--- src/rtl/core/gn3_pkg.sv ---
// ----------------------------------------------------------------------------
// gn3_pkg: shared constants for the 3D gradient noise block
// Item modes, permutation axes, fixed field widths and parameter defaults.
// ----------------------------------------------------------------------------
package gn3_pkg;

  localparam int TABLE_SIZE_DEF = 256;
  localparam int FRAC_BITS_DEF  = 16;

  localparam int COORD_W = 32;
  localparam int PERM_W  = 8;
  localparam int GRAD_W  = 16;
  localparam int NOISE_W = 16;

  localparam logic [1:0] MODE_EVAL = 2'd0;
  localparam logic [1:0] MODE_PERM = 2'd1;
  localparam logic [1:0] MODE_GRAD = 2'd2;

  localparam logic [1:0] AXIS_X = 2'd0;
  localparam logic [1:0] AXIS_Y = 2'd1;
  localparam logic [1:0] AXIS_Z = 2'd2;

endpackage

--- src/rtl/core/gn3_ram.sv ---
// ----------------------------------------------------------------------------
// gn3_ram: generic table memory
// One write port, two read ports, registered read data.
// ----------------------------------------------------------------------------
module gn3_ram
  import gn3_pkg::*;
#(
  parameter int Width = 8,
  parameter int Depth = 256
) (
  input  logic                     clk_i,
  input  logic                     we_i,
  input  logic [$clog2(Depth)-1:0] waddr_i,
  input  logic [Width-1:0]         wdata_i,
  input  logic                     re_i,
  input  logic [$clog2(Depth)-1:0] raddr_a_i,
  input  logic [$clog2(Depth)-1:0] raddr_b_i,
  output logic [Width-1:0]         rdata_a_o,
  output logic [Width-1:0]         rdata_b_o
);

  logic [Width-1:0] mem [Depth];
  logic [Width-1:0] rdata_a_q;
  logic [Width-1:0] rdata_b_q;

  always_ff @(posedge clk_i) begin
    if (we_i) begin
      mem[waddr_i] <= wdata_i;
    end
    if (re_i) begin
      rdata_a_q <= mem[raddr_a_i];
      rdata_b_q <= mem[raddr_b_i];
    end
  end

  assign rdata_a_o = rdata_a_q;
  assign rdata_b_o = rdata_b_q;

endmodule

--- config.mk ---
export PLATFORM = sky130hd
export DESIGN_NAME = gn3_ram
export DESIGN_NICKNAME = d
export VERILOG_FILES = /design/src/rtl/core/gn3_pkg.sv /design/src/rtl/core/gn3_ram.sv
export SDC_FILE = /design/constraint.sdc
export NUM_CORES = 2
export LEC_CHECK = 0
export BUFFER_PORTS_ARGS = -buffer_cell sky130_fd_sc_hd__buf_2
export CORE_ASPECT_RATIO = 0.8
export CORE_MARGIN = 2
export CORE_UTILIZATION = 41
export DETAILED_ROUTE_END_ITERATION = 10
export PLACE_DENSITY = 0.53
export SYNTH_ARGS = -nofsm -noshare
export SYNTH_HDL_FRONTEND = slang
export SYNTH_SLANG_ARGS = --single-unit
--- constraint.sdc ---
create_clock -name clk_i -period 4.2 [get_ports clk_i]
set_clock_uncertainty 0.05 [all_clocks]
set_input_delay 0.63 -clock clk_i [delete_from_list [all_inputs] [get_ports clk_i]]
set_output_delay 0.63 -clock clk_i [all_outputs]
set_load 0.005 [all_outputs]
==> impl_metrics.ini <==
[floorplanning]
die_y_um = 439
die_w_um = 548
boundaryPins = 51
rows = 159
start_util_pct = 41.3
core_um2 = 235000
dieArea_um2 = 241000

[clocking]
ctsResizeCount = 0
clock_latency_ns = 0.91
htreeDepth = 4
clkSlewWorstSetupHoldPaths_ns = 0.07
cts_setup_buffers = 0
cts.path.max_buffers = 4
numCtsBuffers = 221
cts.sinks = 2064
cts_tree = built
cts_hold_buf = 0
cts_root_buffer = clkbuf_16

[routing]
drc = 0
highest_layer = met5
final_antenna_net_count = 0
vias_per_cell = 6.53
wl_met2_um = 152000
drt_wl_total_um = 340000
drt-met1-wl_um = 141000
drtPass1Iterations = 6
initialDrtViolationCount = 8386
post_drt_wl_per_cell_um = 39.1
via_count = 56600
wl_met3_um = 34100

[timing]
finalSetupViolCount = 0
fin_tns_setup_ns = 0
finalCritPeriodShare_pct = 83.8
max_freq_mhz = 284
rsz0062_at_grt = false
slew_violations = 0
slew_headroom_pct = 4.04
tightest_slew_ns = 1.43
finalHoldViolations = 0
final.min_clock_period_ns = 3.52
setup_ws_ns = 0.679

[global_route]
grt_max_degree = 119
grt_usage_pct = 28.1
antenna_found_initial = 22
grt_pass1_vias = 55300
grt_overflow_total = 0
grt_pass1_wl_um = 466000

[logic_synthesis]
synth_area_um2 = 97100
syn_nets = 4882
synthArstFlopShare_pct = 0
ys.flop_type = edfxtp_1
ys_ff_latch = 2064
netlist-cell-type-count = 64
yosys_warnings = 0
syn_avg_cell_area_um2 = 20.0
syn-instance-count = 4847
synth-edff-count = 2064
ys_seq_area_share_pct = 63.8

[run]
maxCapViolations = 0

[placement]
dp_cells = 8277
place_ws_ns = -0.136
globalplace.congestion = 0.916
port_buffers = 50
hpwl_um = 229000

[setup_path]
rrSetupSlack_ns = 0.95
crit_required_ns = 4.76
start_kind = input pin
crit_fanout = 24
arrival_ns = 4.08
critical_path_class = input pin to flop
end_kind = flop

[power_and_ir_drop]
ir_drop_v = 0.000420
power_density_nw_per_um2 = 416
leakagePower_uw = 0.0357

[run_status]
status = completed

[layout]
fillers = 19700
fin_nets = 5396
drive_gt1_share_pct = 38.1
synthToLayoutAreaGrowth_pct = 14.9
fin_cells = 8673

[min_path]
hold_class = input pin to flop
==> metrics by stage <==
step                      hold slack (ns)  total power, uW  area [um^2]  util (%)
final                               0.201            46400       112000      47.5
after global routing                0.175            47600       112000      47.5
after CTS                           0.151            46700       112000      47.4
after detailed placement             1.08            27400       105000      44.5
after global placement               1.08            27400       105000      44.5
after floorplan                     0.679            25400        97100         -
==> worst max-delay path, cell delays in order <==
cell and delay [ns]:
buf_8 0.36, buf_12 0.24, buf_4 0.21, mux4_2 0.52
mux2_2 0.32, a221oi_1 0.77, nand3_1 0.52, o31ai_1 0.36
a211oi_1 0.09
==> state kept, by name, indices dropped and copies added, names as in the netlist <==
| signal | flops |
|---|---|
| rdata_b_o | 8 |
| mem | 2048 |
| rdata_a_o | 8 |
==> power by group <==
part / switching (uW) / internal [uW]
clock network: 8340 / 11100
registers: 58.1 / 22700
logic: 2580 / 1670
total: 11000 / 35500
==> worst paths after layout <==
path                startpoint      endpoint  cells past startpoint
setup reg to reg     mem[4][1]  rdata_a_o[1]                      6
hold / removal            re_i  rdata_a_o[4]                      1
setup / recovery  raddr_a_i[0]  rdata_a_o[1]                      9
hold reg to reg    mem[236][0]  rdata_b_o[0]                      5
==> cell usage after synthesis (34+ instances only) <==
cell | count | area [um^2]
edfxtp_1 | 2064 | 62000
o21ai_0 | 34 | 170
mux2_2 | 38 | 428
mux2i_1 | 236 | 2360
nand2_1 | 114 | 428
nand3_1 | 52 | 260
o221ai_1 | 65 | 569
a22oi_1 | 62 | 465
buf_6 | 44 | 495
o22ai_1 | 48 | 300
buf_2 | 104 | 521
buf_8 | 35 | 526
a21oi_1 | 79 | 395
mux4_2 | 1051 | 23700
buf_4 | 42 | 315
clkbuf_1 | 137 | 514
nor2_1 | 298 | 1120
==> cell usage in the layout, fill, tap and decap left out, types with 39 or more instances in the layout <==
cell type / n
nor2_1: 298
o221ai_1: 65
a22oi_1: 62
buf_4: 562
buf_12: 76
clkbuf_16: 224
clkinv_2: 39
a21oi_1: 79
o22ai_1: 48
edfxtp_1: 2064
mux4_2: 1051
clkinv_1: 57
mux2i_1: 236
nand3_1: 43
nand2_1: 113
clkbuf_1: 42
==> layer usage <==
metal | vias up | track usage, %
met4 | 6 | 8.27
met1 | 30800 | 41.4
met5 | - | 0
met2 | 3240 | 42.0
met3 | 510 | 6.09
li1 | 22100 | -
==> final cells by class <==
| type | instances | area, um^2 | area share [%] |
|---|---|---|---|
| Clock buffer | 266 | 5760 | 5.16 |
| Clock inverter | 127 | 1190 | 1.07 |
| Multi-Input combinational cell | 2382 | 32600 | 29.2 |
| Inverter | 6 | 26.3 | 0.0235 |
| Timing Repair Buffer | 686 | 6110 | 5.48 |
| Sequential cell | 2064 | 62000 | 55.5 |
| Antenna cell | 3 | 7.51 | 0.00673 |
| Tap cell | 3139 | 3930 | 3.52 |
==> logic make-up after synthesis <==
family | after synthesis | synth area share [%]
flip-flops | 2064 | 63.8
AND/OR/NAND/NOR | 591 | 2.69
buffers and inverters | 401 | 2.73
AO/OA/AOI/OAI | 466 | 3.53
multiplexers | 1325 | 27.2
(Power assumes the default switching activity.)
